## src/hw/rtl/assert_macros.svh

```systemverilog
// Assertion macros used by the interpolator controller.
`ifndef ASSERT_MACROS_SVH
`define ASSERT_MACROS_SVH

// Implication checked at every rising clock edge outside reset.
`define ASSERT_IMPLY(label, clk, rst, ante, cons, msg) \
   label: assert property (@(posedge clk) disable iff (rst) (ante) |-> (cons)) \
      else $error(msg);

// Implication whose consequent is checked in the cycle after the antecedent.
`define ASSERT_NEXT(label, clk, rst, ante, cons, msg) \
   label: assert property (@(posedge clk) disable iff (rst) (ante) |=> (cons)) \
      else $error(msg);

`endif

```

## src/hw/rtl/pli_pkg.sv

```systemverilog
package pli_pkg;

   localparam int MaxPoints = 16;
   localparam int IdxW      = $clog2(MaxPoints);
   localparam int CntW      = 5;
   localparam int DataW     = 32;
   localparam int CsrAddrW  = 1;

   localparam logic [0:0] OpLoad = 1'b0;
   localparam logic [0:0] OpEval = 1'b1;

   localparam logic [CsrAddrW-1:0] RegXCount = 1'b0;
   localparam logic [CsrAddrW-1:0] RegYCount = 1'b1;

   localparam logic [1:0] StOk       = 2'd0;
   localparam logic [1:0] StMismatch = 2'd1;
   localparam logic [1:0] StNoPoints = 2'd2;
   localparam logic [1:0] StZeroDx   = 2'd3;

   typedef struct packed {
      logic [0:0]             opcode;
      logic [3:0]             point_index;
      logic signed [DataW-1:0] point_x;
      logic signed [DataW-1:0] point_y;
      logic signed [DataW-1:0] x_value;
   } req_type;

   typedef struct packed {
      logic signed [DataW-1:0] y_value;
      logic [1:0]              status;
   } rsp_type;

   // Commands from the controller to the datapath.
   typedef struct packed {
      logic            capture;   // latch the request item
      logic            write_pt;  // write the captured point into the tables
      logic            rd_issue;  // marks a search read at rd_addr; unused by the datapath
      logic [IdxW-1:0] rd_addr;
      logic            cmp_step;  // marks the compare of read x against request x; unused by the datapath
      logic            load_lo;   // latch x0,y0 from read data
      logic            load_hi;   // latch x1,y1 from read data
      logic            diff;      // form dx, dy, ox
      logic            mul;       // form product
      logic            div_start; // initialise divider
      logic            div_step;  // one quotient bit
      logic            finish;    // form final sum
      logic            one_pt;    // result is y from read data
   } cmd_type;

   typedef struct packed {
      logic x_greater; // request x above read x
      logic dx_zero;
   } stat_type;

endpackage

```

## src/hw/rtl/pli_if.sv

```systemverilog
interface pli_req_if;
   import pli_pkg::*;
   logic    valid;
   logic    ready;
   req_type payload;
   modport source (output valid, output payload, input ready);
   modport sink (input valid, input payload, output ready);
endinterface

interface pli_rsp_if;
   import pli_pkg::*;
   logic    valid;
   logic    ready;
   rsp_type payload;
   modport source (output valid, output payload, input ready);
   modport sink (input valid, input payload, output ready);
endinterface

```

## src/hw/rtl/pli_ram.sv

```systemverilog
module pli_ram #(
   parameter int Width = 32,
   parameter int Depth = 16
) (
   input  logic                     clock,
   input  logic                     wr_en,
   input  logic [$clog2(Depth)-1:0] wr_addr,
   input  logic [Width-1:0]         wr_data,
   input  logic [$clog2(Depth)-1:0] rd_addr,
   output logic [Width-1:0]         rd_data
);
   logic [Width-1:0] mem [Depth];

   always_ff @(posedge clock) begin
      if (wr_en) begin
         mem[wr_addr] <= wr_data;
      end
      rd_data <= mem[rd_addr];
   end
endmodule

```

## src/hw/rtl/pli_datapath.sv

```systemverilog
module pli_datapath (
   input  logic              clock,
   input  pli_pkg::req_type  req_item,
   input  pli_pkg::cmd_type  cmd,
   output pli_pkg::stat_type stat,
   output logic signed [31:0] y_result
);
   import pli_pkg::*;

   req_type                 req_ff;
   logic [DataW-1:0]        rdx, rdy;
   logic signed [DataW-1:0] x0_ff, x1_ff, y0_ff, y1_ff;
   logic [DataW-1:0]        mdx_ff, mdy_ff, mox_ff;
   logic                    neg_ff;
   logic [63:0]             prod_ff;
   logic [DataW-1:0]        rem_ff;
   logic [63:0]             quo_ff;
   logic signed [DataW-1:0] y_ff;
   logic signed [32:0]      dx, dy, ox;
   logic [32:0]             rem_sh;
   logic [34:0]             q_sat;
   logic signed [36:0]      sum;

   // Only the low index bits address the table; out-of-range slots are not
   // representable with a 4-bit index and MaxPoints of 16.
   pli_ram #(.Width(DataW), .Depth(MaxPoints)) u_xram (
      .clock, .wr_en(cmd.write_pt), .wr_addr(req_ff.point_index[IdxW-1:0]),
      .wr_data(req_ff.point_x), .rd_addr(cmd.rd_addr), .rd_data(rdx));
   pli_ram #(.Width(DataW), .Depth(MaxPoints)) u_yram (
      .clock, .wr_en(cmd.write_pt), .wr_addr(req_ff.point_index[IdxW-1:0]),
      .wr_data(req_ff.point_y), .rd_addr(cmd.rd_addr), .rd_data(rdy));

   assign dx = 33'(x1_ff) - 33'(x0_ff);
   assign dy = 33'(y1_ff) - 33'(y0_ff);
   assign ox = 33'(req_ff.x_value) - 33'(x0_ff);
   assign stat.x_greater = req_ff.x_value > $signed(rdx);
   assign stat.dx_zero   = (x1_ff == x0_ff);

   // Restoring division, one quotient bit per step, MSB of the product first.
   assign rem_sh = {rem_ff, prod_ff[63]};
   assign q_sat  = (quo_ff > 64'h4_0000_0000) ? 35'h4_0000_0000 : quo_ff[34:0];
   assign sum    = 37'(y0_ff) + (neg_ff ? -37'(q_sat) : 37'(q_sat));

   always_ff @(posedge clock) begin
      if (cmd.capture) begin
         req_ff <= req_item;
      end
      if (cmd.load_lo) begin
         x0_ff <= rdx;
         y0_ff <= rdy;
      end
      if (cmd.load_hi) begin
         x1_ff <= rdx;
         y1_ff <= rdy;
      end
      if (cmd.diff) begin
         mdx_ff <= dx[32] ? DataW'(-dx) : dx[31:0];
         mdy_ff <= dy[32] ? DataW'(-dy) : dy[31:0];
         mox_ff <= ox[32] ? DataW'(-ox) : ox[31:0];
         neg_ff <= (dy[32] != ox[32]) && (dy != 0) && (ox != 0);
      end
      if (cmd.mul) begin
         prod_ff <= 64'(mdy_ff) * 64'(mox_ff);
      end
      if (cmd.div_start) begin
         rem_ff <= '0;
         quo_ff <= '0;
      end else if (cmd.div_step) begin
         if (rem_sh >= 33'(mdx_ff)) begin
            rem_ff <= DataW'(rem_sh - 33'(mdx_ff));
            quo_ff <= {quo_ff[62:0], 1'b1};
         end else begin
            rem_ff <= rem_sh[31:0];
            quo_ff <= {quo_ff[62:0], 1'b0};
         end
         prod_ff <= {prod_ff[62:0], 1'b0};
      end
      // Each item starts from zero so loads and errors return zero.
      if (cmd.capture) begin
         y_ff <= '0;
      end else if (cmd.one_pt) begin
         y_ff <= rdy;
      end else if (cmd.finish) begin
         if (sum > 37'sh0_7FFF_FFFF) begin
            y_ff <= 32'sh7FFF_FFFF;
         end else if (sum < -37'sh0_8000_0000) begin
            y_ff <= 32'sh8000_0000;
         end else begin
            y_ff <= sum[31:0];
         end
      end
   end

   assign y_result = y_ff;
endmodule

```

## src/hw/rtl/pli_control.sv

```systemverilog
`include "assert_macros.svh"
module pli_control (
   input  logic                     clock,
   input  logic                     reset,
   input  logic                     req_valid,
   output logic                     req_ready,
   input  logic [0:0]               req_opcode,
   input  logic [pli_pkg::CntW-1:0] x_count,
   input  logic [pli_pkg::CntW-1:0] y_count,
   input  pli_pkg::stat_type        stat,
   output pli_pkg::cmd_type         cmd,
   output logic                     done,
   output logic [1:0]               status
);
   import pli_pkg::*;

   typedef enum logic [3:0] {
      S_IDLE, S_DECODE, S_SRCH_RD, S_SRCH_CMP, S_LO_RD, S_LO_WAIT, S_HI_WAIT,
      S_CHECK, S_DIFF, S_MUL, S_DIV, S_FINISH, S_ONE_WAIT, S_DONE
   } state_type;

   state_type       state_ff;
   logic            op_ff;
   logic [IdxW-1:0] seg_ff;
   logic [6:0]      step_ff;
   logic [1:0]      status_ff;
   logic [CntW-1:0] n_eff;
   logic            last_seg;

   assign n_eff    = (x_count > CntW'(MaxPoints)) ? CntW'(MaxPoints) : x_count;
   assign last_seg = (CntW'(seg_ff) + CntW'(2)) >= n_eff;
   assign req_ready = (state_ff == S_IDLE);

   always_comb begin
      cmd = '0;
      cmd.capture = req_valid && req_ready;
      cmd.rd_addr = seg_ff + IdxW'(1);
      case (state_ff)
         S_DECODE:   cmd.write_pt = (op_ff == OpLoad);
         S_SRCH_RD:  cmd.rd_issue = 1'b1;
         S_SRCH_CMP: cmd.cmp_step = 1'b1;
         S_LO_RD: begin
            cmd.rd_addr = seg_ff;
         end
         S_LO_WAIT: begin
            cmd.load_lo = 1'b1;
         end
         S_HI_WAIT:  cmd.load_hi = 1'b1;
         S_DIFF:     cmd.diff = 1'b1;
         S_MUL: begin
            cmd.mul       = 1'b1;
            cmd.div_start = 1'b1;
         end
         S_DIV:      cmd.div_step = 1'b1;
         S_FINISH:   cmd.finish = 1'b1;
         S_ONE_WAIT: cmd.one_pt = 1'b1;
         default:    cmd.rd_addr = seg_ff + IdxW'(1);
      endcase
      if (state_ff == S_ONE_WAIT || state_ff == S_DECODE) begin
         cmd.rd_addr = '0;
      end
   end

   // S_LO_WAIT reads seg+1 while latching the low point.
   always_ff @(posedge clock) begin
      if (reset) begin
         state_ff  <= S_IDLE;
         op_ff     <= OpLoad;
         seg_ff    <= '0;
         step_ff   <= '0;
         status_ff <= StOk;
      end else begin
         case (state_ff)
            S_IDLE: begin
               if (req_valid) begin
                  op_ff    <= req_opcode;
                  seg_ff   <= '0;
                  state_ff <= S_DECODE;
               end
            end
            S_DECODE: begin
               status_ff <= StOk;
               if (op_ff == OpLoad) begin
                  state_ff <= S_DONE;
               end else if (x_count != y_count) begin
                  status_ff <= StMismatch;
                  state_ff  <= S_DONE;
               end else if (n_eff == '0) begin
                  status_ff <= StNoPoints;
                  state_ff  <= S_DONE;
               end else if (n_eff == CntW'(1)) begin
                  state_ff <= S_ONE_WAIT;
               end else begin
                  state_ff <= S_SRCH_RD;
               end
            end
            S_SRCH_RD: begin
               state_ff <= last_seg ? S_LO_RD : S_SRCH_CMP;
            end
            S_SRCH_CMP: begin
               if (stat.x_greater) begin
                  seg_ff   <= seg_ff + IdxW'(1);
                  state_ff <= S_SRCH_RD;
               end else begin
                  state_ff <= S_LO_RD;
               end
            end
            S_LO_RD:    state_ff <= S_LO_WAIT;
            S_LO_WAIT:  state_ff <= S_HI_WAIT;
            S_HI_WAIT:  state_ff <= S_CHECK;
            S_CHECK: begin
               if (stat.dx_zero) begin
                  status_ff <= StZeroDx;
                  state_ff  <= S_DONE;
               end else begin
                  state_ff <= S_DIFF;
               end
            end
            S_DIFF:     state_ff <= S_MUL;
            S_MUL: begin
               step_ff  <= '0;
               state_ff <= S_DIV;
            end
            S_DIV: begin
               step_ff <= step_ff + 7'd1;
               if (step_ff == 7'd63) begin
                  state_ff <= S_FINISH;
               end
            end
            S_FINISH:   state_ff <= S_DONE;
            S_ONE_WAIT: state_ff <= S_DONE;
            S_DONE:     state_ff <= S_IDLE;
            default:    state_ff <= S_IDLE;
         endcase
      end
   end

   assign done   = (state_ff == S_DONE);
   assign status = status_ff;

   `ASSERT_IMPLY(a_busy_not_ready, clock, reset, state_ff != S_IDLE, !req_ready,
      "ready while busy")
   `ASSERT_IMPLY(a_seg_range, clock, reset, state_ff == S_LO_RD,
      (CntW'(seg_ff) + CntW'(2)) <= n_eff, "segment beyond table")
   `ASSERT_NEXT(a_accept_decode, clock, reset, req_valid && req_ready,
      state_ff == S_DECODE, "accepted item not decoded")
endmodule

```

## src/hw/rtl/piecewise_linear_interpolator.sv

```systemverilog
// Piecewise linear interpolator over up to 16 signed 32-bit key points.
// req channel: opcode 0 loads point_x/point_y into slot point_index;
// opcode 1 evaluates at x_value. Every item yields exactly one rsp item
// with y_value and status (0 ok, 1 count mismatch, 2 no points,
// 3 zero-width segment); loads and errors return y_value 0.
// csr port: index 0 is the x point count, index 1 the y point count; write
// only while no item is in flight.
// A load or a count error goes from decode straight to the result; a single
// point reads slot 0 first. An evaluation walks the segments, comparing the
// request x against each upper x read from the table, then runs a 64-step
// restoring divider unless the segment has zero width.
// One item is in work at a time; the next can be taken in the cycle after the
// result moves to the output register.
// While a result waits there for a stalled receiver, no new item is taken.
// Reset (synchronous, active high) clears the counts and the controller;
// the point tables hold no reset and must be loaded before use.
module piecewise_linear_interpolator (
   input  logic                      clock,
   input  logic                      reset,
   pli_req_if.sink                   req,
   pli_rsp_if.source                 rsp,
   input  logic                      csr_write_enable,
   input  logic [pli_pkg::CsrAddrW-1:0] csr_index,
   input  logic [pli_pkg::CntW-1:0]  csr_write_data
);
   import pli_pkg::*;

   cmd_type          cmd;
   stat_type         stat;
   logic             done;
   logic [1:0]       status;
   logic signed [31:0] y_result;
   logic             core_ready;
   logic [CntW-1:0]  x_count_ff, y_count_ff;
   logic             out_valid_ff;
   rsp_type          out_ff;
   logic             hold;

   // The core stays idle while an earlier result still waits.
   assign hold      = out_valid_ff && !rsp.ready;
   assign req.ready = core_ready && !hold;

   pli_control u_control (
      .clock, .reset, .req_valid(req.valid && !hold), .req_ready(core_ready),
      .req_opcode(req.payload.opcode), .x_count(x_count_ff),
      .y_count(y_count_ff), .stat, .cmd, .done, .status);

   pli_datapath u_datapath (
      .clock, .req_item(req.payload), .cmd, .stat, .y_result);

   always_ff @(posedge clock) begin
      if (reset) begin
         x_count_ff   <= '0;
         y_count_ff   <= '0;
         out_valid_ff <= 1'b0;
      end else begin
         if (csr_write_enable && csr_index == RegXCount) begin
            x_count_ff <= csr_write_data;
         end
         if (csr_write_enable && csr_index == RegYCount) begin
            y_count_ff <= csr_write_data;
         end
         if (done) begin
            out_valid_ff <= 1'b1;
         end else if (rsp.ready) begin
            out_valid_ff <= 1'b0;
         end
      end
   end

   always_ff @(posedge clock) begin
      if (done) begin
         out_ff.status  <= status;
         out_ff.y_value <= (status == StOk) ? y_result : '0;
      end
   end

   assign rsp.valid   = out_valid_ff;
   assign rsp.payload = out_ff;
endmodule

```

## src/flat_wrapper.sv

```systemverilog
// flat-port wrapper written by rule: the top's interface ports become plain ports
module piecewise_linear_interpolator_flat import pli_pkg::*;
  (clock, reset, csr_write_enable, csr_index, csr_write_data, req_valid, req_payload, req_ready, rsp_valid, rsp_payload, rsp_ready);
  pli_req_if req_i ();
  pli_rsp_if rsp_i ();
  input  logic clock;
  input  logic reset;
  input  logic csr_write_enable;
  input  logic [pli_pkg::CsrAddrW-1:0] csr_index;
  input  logic [pli_pkg::CntW-1:0] csr_write_data;
  input wire logic [$bits(req_i.valid)-1:0] req_valid;
  input wire logic [$bits(req_i.payload)-1:0] req_payload;
  output wire logic [$bits(req_i.ready)-1:0] req_ready;
  output wire logic [$bits(rsp_i.valid)-1:0] rsp_valid;
  output wire logic [$bits(rsp_i.payload)-1:0] rsp_payload;
  input wire logic [$bits(rsp_i.ready)-1:0] rsp_ready;
  assign req_i.valid = req_valid;
  assign req_i.payload = req_payload;
  assign req_ready = req_i.ready;
  assign rsp_valid = rsp_i.valid;
  assign rsp_payload = rsp_i.payload;
  assign rsp_i.ready = rsp_ready;
  piecewise_linear_interpolator u_core (.clock(clock), .reset(reset), .req(req_i), .rsp(rsp_i), .csr_write_enable(csr_write_enable), .csr_index(csr_index), .csr_write_data(csr_write_data));
endmodule
```

## config.mk

```make
export PLATFORM = sky130hd
export DESIGN_NAME = piecewise_linear_interpolator_flat
export DESIGN_NICKNAME = d
export VERILOG_FILES = /design/src/hw/rtl/pli_pkg.sv /design/src/hw/rtl/pli_if.sv /design/src/hw/rtl/pli_ram.sv /design/src/hw/rtl/pli_datapath.sv /design/src/hw/rtl/pli_control.sv /design/src/hw/rtl/piecewise_linear_interpolator.sv /design/src/flat_wrapper.sv
export VERILOG_INCLUDE_DIRS = /design/src /design/src/hw/rtl
export SDC_FILE = /design/constraint.sdc
export NUM_CORES = 2
export LEC_CHECK = 0
export BUFFER_PORTS_ARGS = -buffer_cell sky130_fd_sc_hd__buf_2
export CAP_MARGIN = 10
export CORE_MARGIN = 4
export CORE_UTILIZATION = 58
export DETAILED_ROUTE_END_ITERATION = 8
export PLACE_DENSITY = 0.77
export SYNTH_ARGS = -nofsm -noshare
export SYNTH_HDL_FRONTEND = slang
export SYNTH_SLANG_ARGS = --single-unit
```

## constraint.sdc

```tcl
create_clock -name clock -period 7.1 [get_ports clock]
set_input_delay 1.065 -clock clock [delete_from_list [all_inputs] [get_ports clock]]
set_output_delay 1.065 -clock clock [all_outputs]
set_load 0.01 [all_outputs]
```

* Word level (Yosys, flattened, before mapping)
Memory sizes are Yosys's and may differ from the RTL's. A register that Yosys moved wholly into a read port is not among the register bits.
Cells that the tools add are included.
** Word-level totals
- Register bits after elaboration :: 580
- RAM bits :: 1024
- Input bits :: 112
- Output and inout port bits :: 36
- Memories kept :: 2
** Memories
- u_core.u_datapath.u_xram.mem :: words 16, width 32, rd ports 1, clocked after Yosys merged registers in 1, wr ports 1, RTL line pli_ram.sv:12 : logic [Width-1:0] mem [Depth];
- u_core.u_datapath.u_yram.mem :: words 16, width 32, rd ports 1, clocked after Yosys merged registers in 1, wr ports 1, RTL line pli_ram.sv:12
** Operators by class
- Add/subtract/negate cells :: 12
- $mul :: 1
- Order comparisons :: 7
- Equal/unequal tests :: 22
- Muxes and demuxes :: 48
- Bitwise gates (word level) :: 2
- Reductions and logical operators :: 26
** Operator list (number)
- $mux 32 :: 8
- $mux 64 :: 3
- $sub 32x32->33 :: 3
- $neg 32->32 :: 3
- $reduce_bool 33->1 :: 2
- $gt 64x35->1 const B :: 1
- $mul 32x32->64 :: 1
- $pmux 4 s12 :: 1
- $mux 4 :: 10
- $add 37x37->37 :: 1
- $gt 37x32->1 const B :: 1
- $lt 37x32->1 const B :: 1
- $mux 37 :: 1
- $neg 35->37 :: 1
- $mux 35 :: 1
- $ge 33x32->1 :: 1
- $eq 32x32->1 :: 1
- $gt 32x32->1 :: 1
- $sub 32x32->32 :: 1
- $eq 4x4->1 const B :: 6
- $eq 4x3->1 const B :: 4
- $pmux 7 s2 :: 1
- $mux 1 :: 12
- $mux 2 :: 5
- 28 further kinds :: 48

* Depth between registers and ports, before layout
- Depth after elaboration :: 10
- Mapped depth :: 32
- Depth with buffers taken out :: 27

* Modules after synthesis
Synthesis repeated with hierarchy kept, for this count alone.
** Second synthesis, totals
- Cell total of the unflattened synthesis :: 8848
- Area, all modules :: 106682.3 µm²
** Modules (own cells, without submodules)
- pli_datapath :: instances 1, cells each 6867, area each 63827.5 µm²
- pli_ram at u_core.u_datapath.u_xram :: instances 1, cells each 838, area each 19854.0 µm²
- pli_ram at u_core.u_datapath.u_yram :: instances 1, cells each 838, area each 19835.3 µm²
- piecewise_linear_interpolator :: instances 1, cells each 115, area each 1750.4 µm²
- pli_control :: instances 1, cells each 190, area each 1415.1 µm²

* Least setup slack after synthesis
Ideal clock, no wire load.
- Kind :: reg-to-reg
- Start :: register u_core.u_datapath.mox_ff[2]
- End :: register u_core.u_datapath.prod_ff[61]
- Library setup time :: 144 ps
- Data arrival time :: 7343 ps
- Data required time :: 6956 ps
- Slack :: -387 ps
- Stages on the path, launching flop included :: 29
- Period minus slack after synthesis :: 7487 ps
- Path through :: edfxtp_1 > clkbuf_1 > nand2_1 > fa_1 > inv_1 > fa_1 > inv_1 > fa_1 > fa_1 > inv_1 > fa_1 > inv_1 > fa_1 > inv_1 > fa_1 > fa_1 > ha_1 > clkbuf_1 > o21ai_0 > a21oi_1 > o21ai_0 > a21oi_1 > nor2_1 > o311ai_0 > o211ai_1 > o21ai_0 > a221oi_1 > nor4b_1 > a211oi_1
** Between the ends
- Cells in the longest elaborated chain, start to end :: 4
** Ends and longest elaborated chain
- from (decl) :: RTL line pli_datapath.sv:13 : logic [DataW-1:0] mdx_ff, mdy_ff, mox_ff;
- from (signal assigned) :: RTL line pli_datapath.sv:59 : mox_ff <= ox[32] ? DataW'(-ox) : ox[31:0];
- $mul 32x32->64 * :: RTL line pli_datapath.sv:63 : prod_ff <= 64'(mdy_ff) * 64'(mox_ff);
- $mux 64 * :: RTL line pli_datapath.sv:62 : if (cmd.mul) begin
- $mux 64 :: RTL line pli_datapath.sv:68 : end else if (cmd.div_step) begin
- $mux 64 * :: RTL line pli_datapath.sv:65 : if (cmd.div_start) begin
- to (signal assigned) :: RTL line pli_datapath.sv:63
- to (signal assigned) :: RTL line pli_datapath.sv:76 : prod_ff <= {prod_ff[62:0], 1'b0};
- to (decl) :: RTL line pli_datapath.sv:15 : logic [63:0] prod_ff;
Every way passes the cells marked *; elsewhere a longest branch is shown, timed or not.
A chain may end at the register's enable or synchronous reset.

* Worst setup path in the final report
- Start :: register u_core.u_datapath.mdy_ff[5]
- End :: register u_core.u_datapath.prod_ff[51]
** Between the ends
- Cells in the longest elaborated chain, start to end :: 4
** Ends and longest elaborated chain
- from (decl) :: RTL line pli_datapath.sv:13
- from (signal assigned) :: RTL line pli_datapath.sv:58 : mdy_ff <= dy[32] ? DataW'(-dy) : dy[31:0];
- $mul 32x32->64 * :: RTL line pli_datapath.sv:63
- $mux 64 * :: RTL line pli_datapath.sv:62
- $mux 64 :: RTL line pli_datapath.sv:68
- $mux 64 * :: RTL line pli_datapath.sv:65
Marked as above.

==> metrics <==
outcome=finished, violations left; failing checks=negative setup slack; period utilization=109%; vias in the first global route=76,900; fin worst setup slack=-0.646 ns; Critical Path Slowest Stage Cell=fa_2; # IOs=148; GP Congestion=0.941; Die X=438 um; DP HPWL=194 mm; Post-Syn Area=107,000 um2; dominant cells by area after synthesis=edfxtp_1 (39%), fa_1 (17%), ha_1 (5.5%); Die Height=438 um; Synth Instances=9,801; Post-synth top flop=edfxtp_1; final hold viol count=0; most frequent cell after synthesis=nand2_1; port bufs=147; Routed Antenna Nets=0; synthesized area per cell=10.9 um2; Worst Tran Pin Value=1.27 ns; Setup Skew=0.0319 ns; Area Growth Syn to Fin=12.8%; Post-synth top cells=nand2_1 (1,418), edfxtp_1 (1,383), inv_1 (1,075); Multi-input gate area=55,100 um2; top cell type's share of synthesized area=38.8%; Reg clk slew, reported paths=0.06 ns; Period minus WS final=7.75 ns; Slowest Stage Delay on Critical Path=0.58 ns; worst hold-check path type=in2reg; Max Clk Rate=0.129 GHz; CP startpoint kind=flop; Distinct cells, synth=86; clock sinks=1,668; vias per cell=5.97; RSZ-0062 raised after global routing=true; WP data arrival=8.46 ns; area leader, netlist=edfxtp_1; Synth warnings=0; CTS max path bufs=3; worst-path maximum fanout=9; Tot GR Track Use=28.6%; clk_lat worst skew=0.80 ns; Top cell by count, worst path=fa_1; core box area=183,000 um2; Yosys reg bits=1,668; Initial Util=58.4%; Critical path buffers and inverters=9; cts bufs inserted=158; die area=191,000 um2; GRT Residual Overflow=0; Design Area, Final=121,000 um2; Fillers=13,100; initial antenna violation count=2; Post-Route WL=277 mm; hold_sp=req_payload[99]; max-cap viol count=0; CTS tree=built; critical path endpoint category=flop; Finish-stage setup viols=35; # rows=157; Post-synth EDFFs=1,383; fin nets=11,600; WL/cell=21.8 um; share of layout cells above drive strength 1=12.2%; origin of the critical flop-to-flop path=u_core.u_datapath.mdy_ff[5]$_DFFE_PP_; DP Area=114,000 um2; synthesized net count=11,300; sequential cell area=47,200 um2; residual DRC count=0; CP Class=reg2reg; Final Max Slew Viols=0; Worst Setup SP=u_core.u_datapath.mdy_ff[5]$_DFFE_PP_; largest net degree at the start of global routing=195; Post-synth ARST share=0%; DR pass1 iterations=7; Slew headroom=14.5%; DRT iter0 DRCs=7,160; root buf cell=clkbuf_16; critical path's top delay family=adder cells; sequential fraction of the synthesis area=44.1%; first-pass GRT wire length=431 mm; worst path required time=7.81 ns; CTS H-tree depth=4; DR vias=75,900
-- what timing repair did --
action                                  4_1_cts  5_1_grt
hold endpoints to repair                      0        0
pin swaps                                   106       90
gates resized for setup                     180      160
endpoints found under the setup margin       63       74
gates cloned                                  6        2
hold buffers                                  0        0
buffers inserted                             69       25
-- area by class of cell --
| cell class | instances | share of cell area [%] |
|---|---|---|
| timing repair buffer | 710 | 5.14 |
| multi-input combinational | 6507 | 45.7 |
| clock inverter | 69 | 0.620 |
| inverter | 1076 | 3.35 |
| antenna | 2 | 0.00414 |
| sequential | 1668 | 39.1 |
| tap | 2464 | 2.55 |
| clock buffer | 219 | 3.57 |
-- per-layer routing --
layer | track usage [%] | wire (um) | vias to the layer above
li1 | - | - | 34300
met1 | 37.5 | 109000 | 37900
met2 | 48.6 | 137000 | 3097
met3 | 4.00 | 19700 | 578
met4 | 10.8 | 11300 | 0
met5 | 0 | 0 | -
-- final timing paths --
kind / endpoint / slack [ns] / depth (start not counted)
worst max-delay path: u_core.u_datapath.prod_ff[51]$_DFF_P_ / -0.65 / 29
worst min-delay path: u_core.u_datapath.req_ff[99]$_DFFE_PP_ / 0.44 / 1
worst max register to register: u_core.u_datapath.prod_ff[51]$_DFF_P_ / -0.65 / 29
worst min register to register: u_core.u_datapath.x0_ff[18]$_DFFE_PP_ / 0.46 / 0
-- state kept, by name (all words and copies together) (netlist names), 34 cells and up --
| signal | count |
|---|---|
| u_core.u_datapath.u_xram.mem | 512 |
| u_core.u_datapath.u_yram.mem | 512 |
| u_core.rsp.payload | 34 |
| u_core.u_datapath.quo_ff | 64 |
| u_core.u_datapath.prod_ff | 64 |
| u_core.u_datapath.req_ff | 100 |
-- per-stage QoR --
stage               TNS, ns  setup WS, ns  cells  hold WS, ns  util, %
finish               -10.28        -0.646  12700        0.439     65.9
CTS                   -7.94        -0.495  12700        0.379     65.4
floorplan                 0       0.00376   9801        0.420        -
detailed placement   -12.90        -0.695  12300        0.445     62.0
global route         -17.46        -0.748  12700        0.396     65.9
global placement     -10.02        -0.587  12300        0.441     62.0
-- logic make-up after synthesis --
kind of cell | Yosys count | synth area share [%]
AND/OR/NAND/NOR | 2887 | 12.8
XOR/XNOR | 303 | 2.48
multiplexers | 31 | 0.295
adder cells (fa/ha/maj) | 1374 | 22.4
AO/OA/AOI/OAI | 1912 | 12.2
flip-flops | 1668 | 44.1
buffers and inverters | 1626 | 5.74
-- layout by cell type (no fill, tap or decap), types with 31 or more instances in the layout --
master	count
fa_2	62
inv_1	1051
and2_1	701
clkbuf_1	51
buf_2	147
o221ai_1	31
nand3_1	74
a21o_1	139
a311oi_1	138
dfxtp_1	285
o21a_1	41
edfxtp_1	1383
a22o_1	70
buf_4	428
nor2b_1	39
fa_1	839
nor2_1	269
nand2_1	1409
a31oi_1	170
xnor2_1	177
o22ai_1	53
nand2b_1	34
buf_6	56
o211ai_1	31
nor3_1	64
ha_1	446
o21ai_0	168
xor2_1	117
a211oi_1	355
nand4_1	42
and3_1	42
a21oi_1	440
clkbuf_16	162
buf_12	70
Power is left out: the tool's default activity adds up to more than one toggle a clock period on the data nets, which glitch-free logic cannot reach.
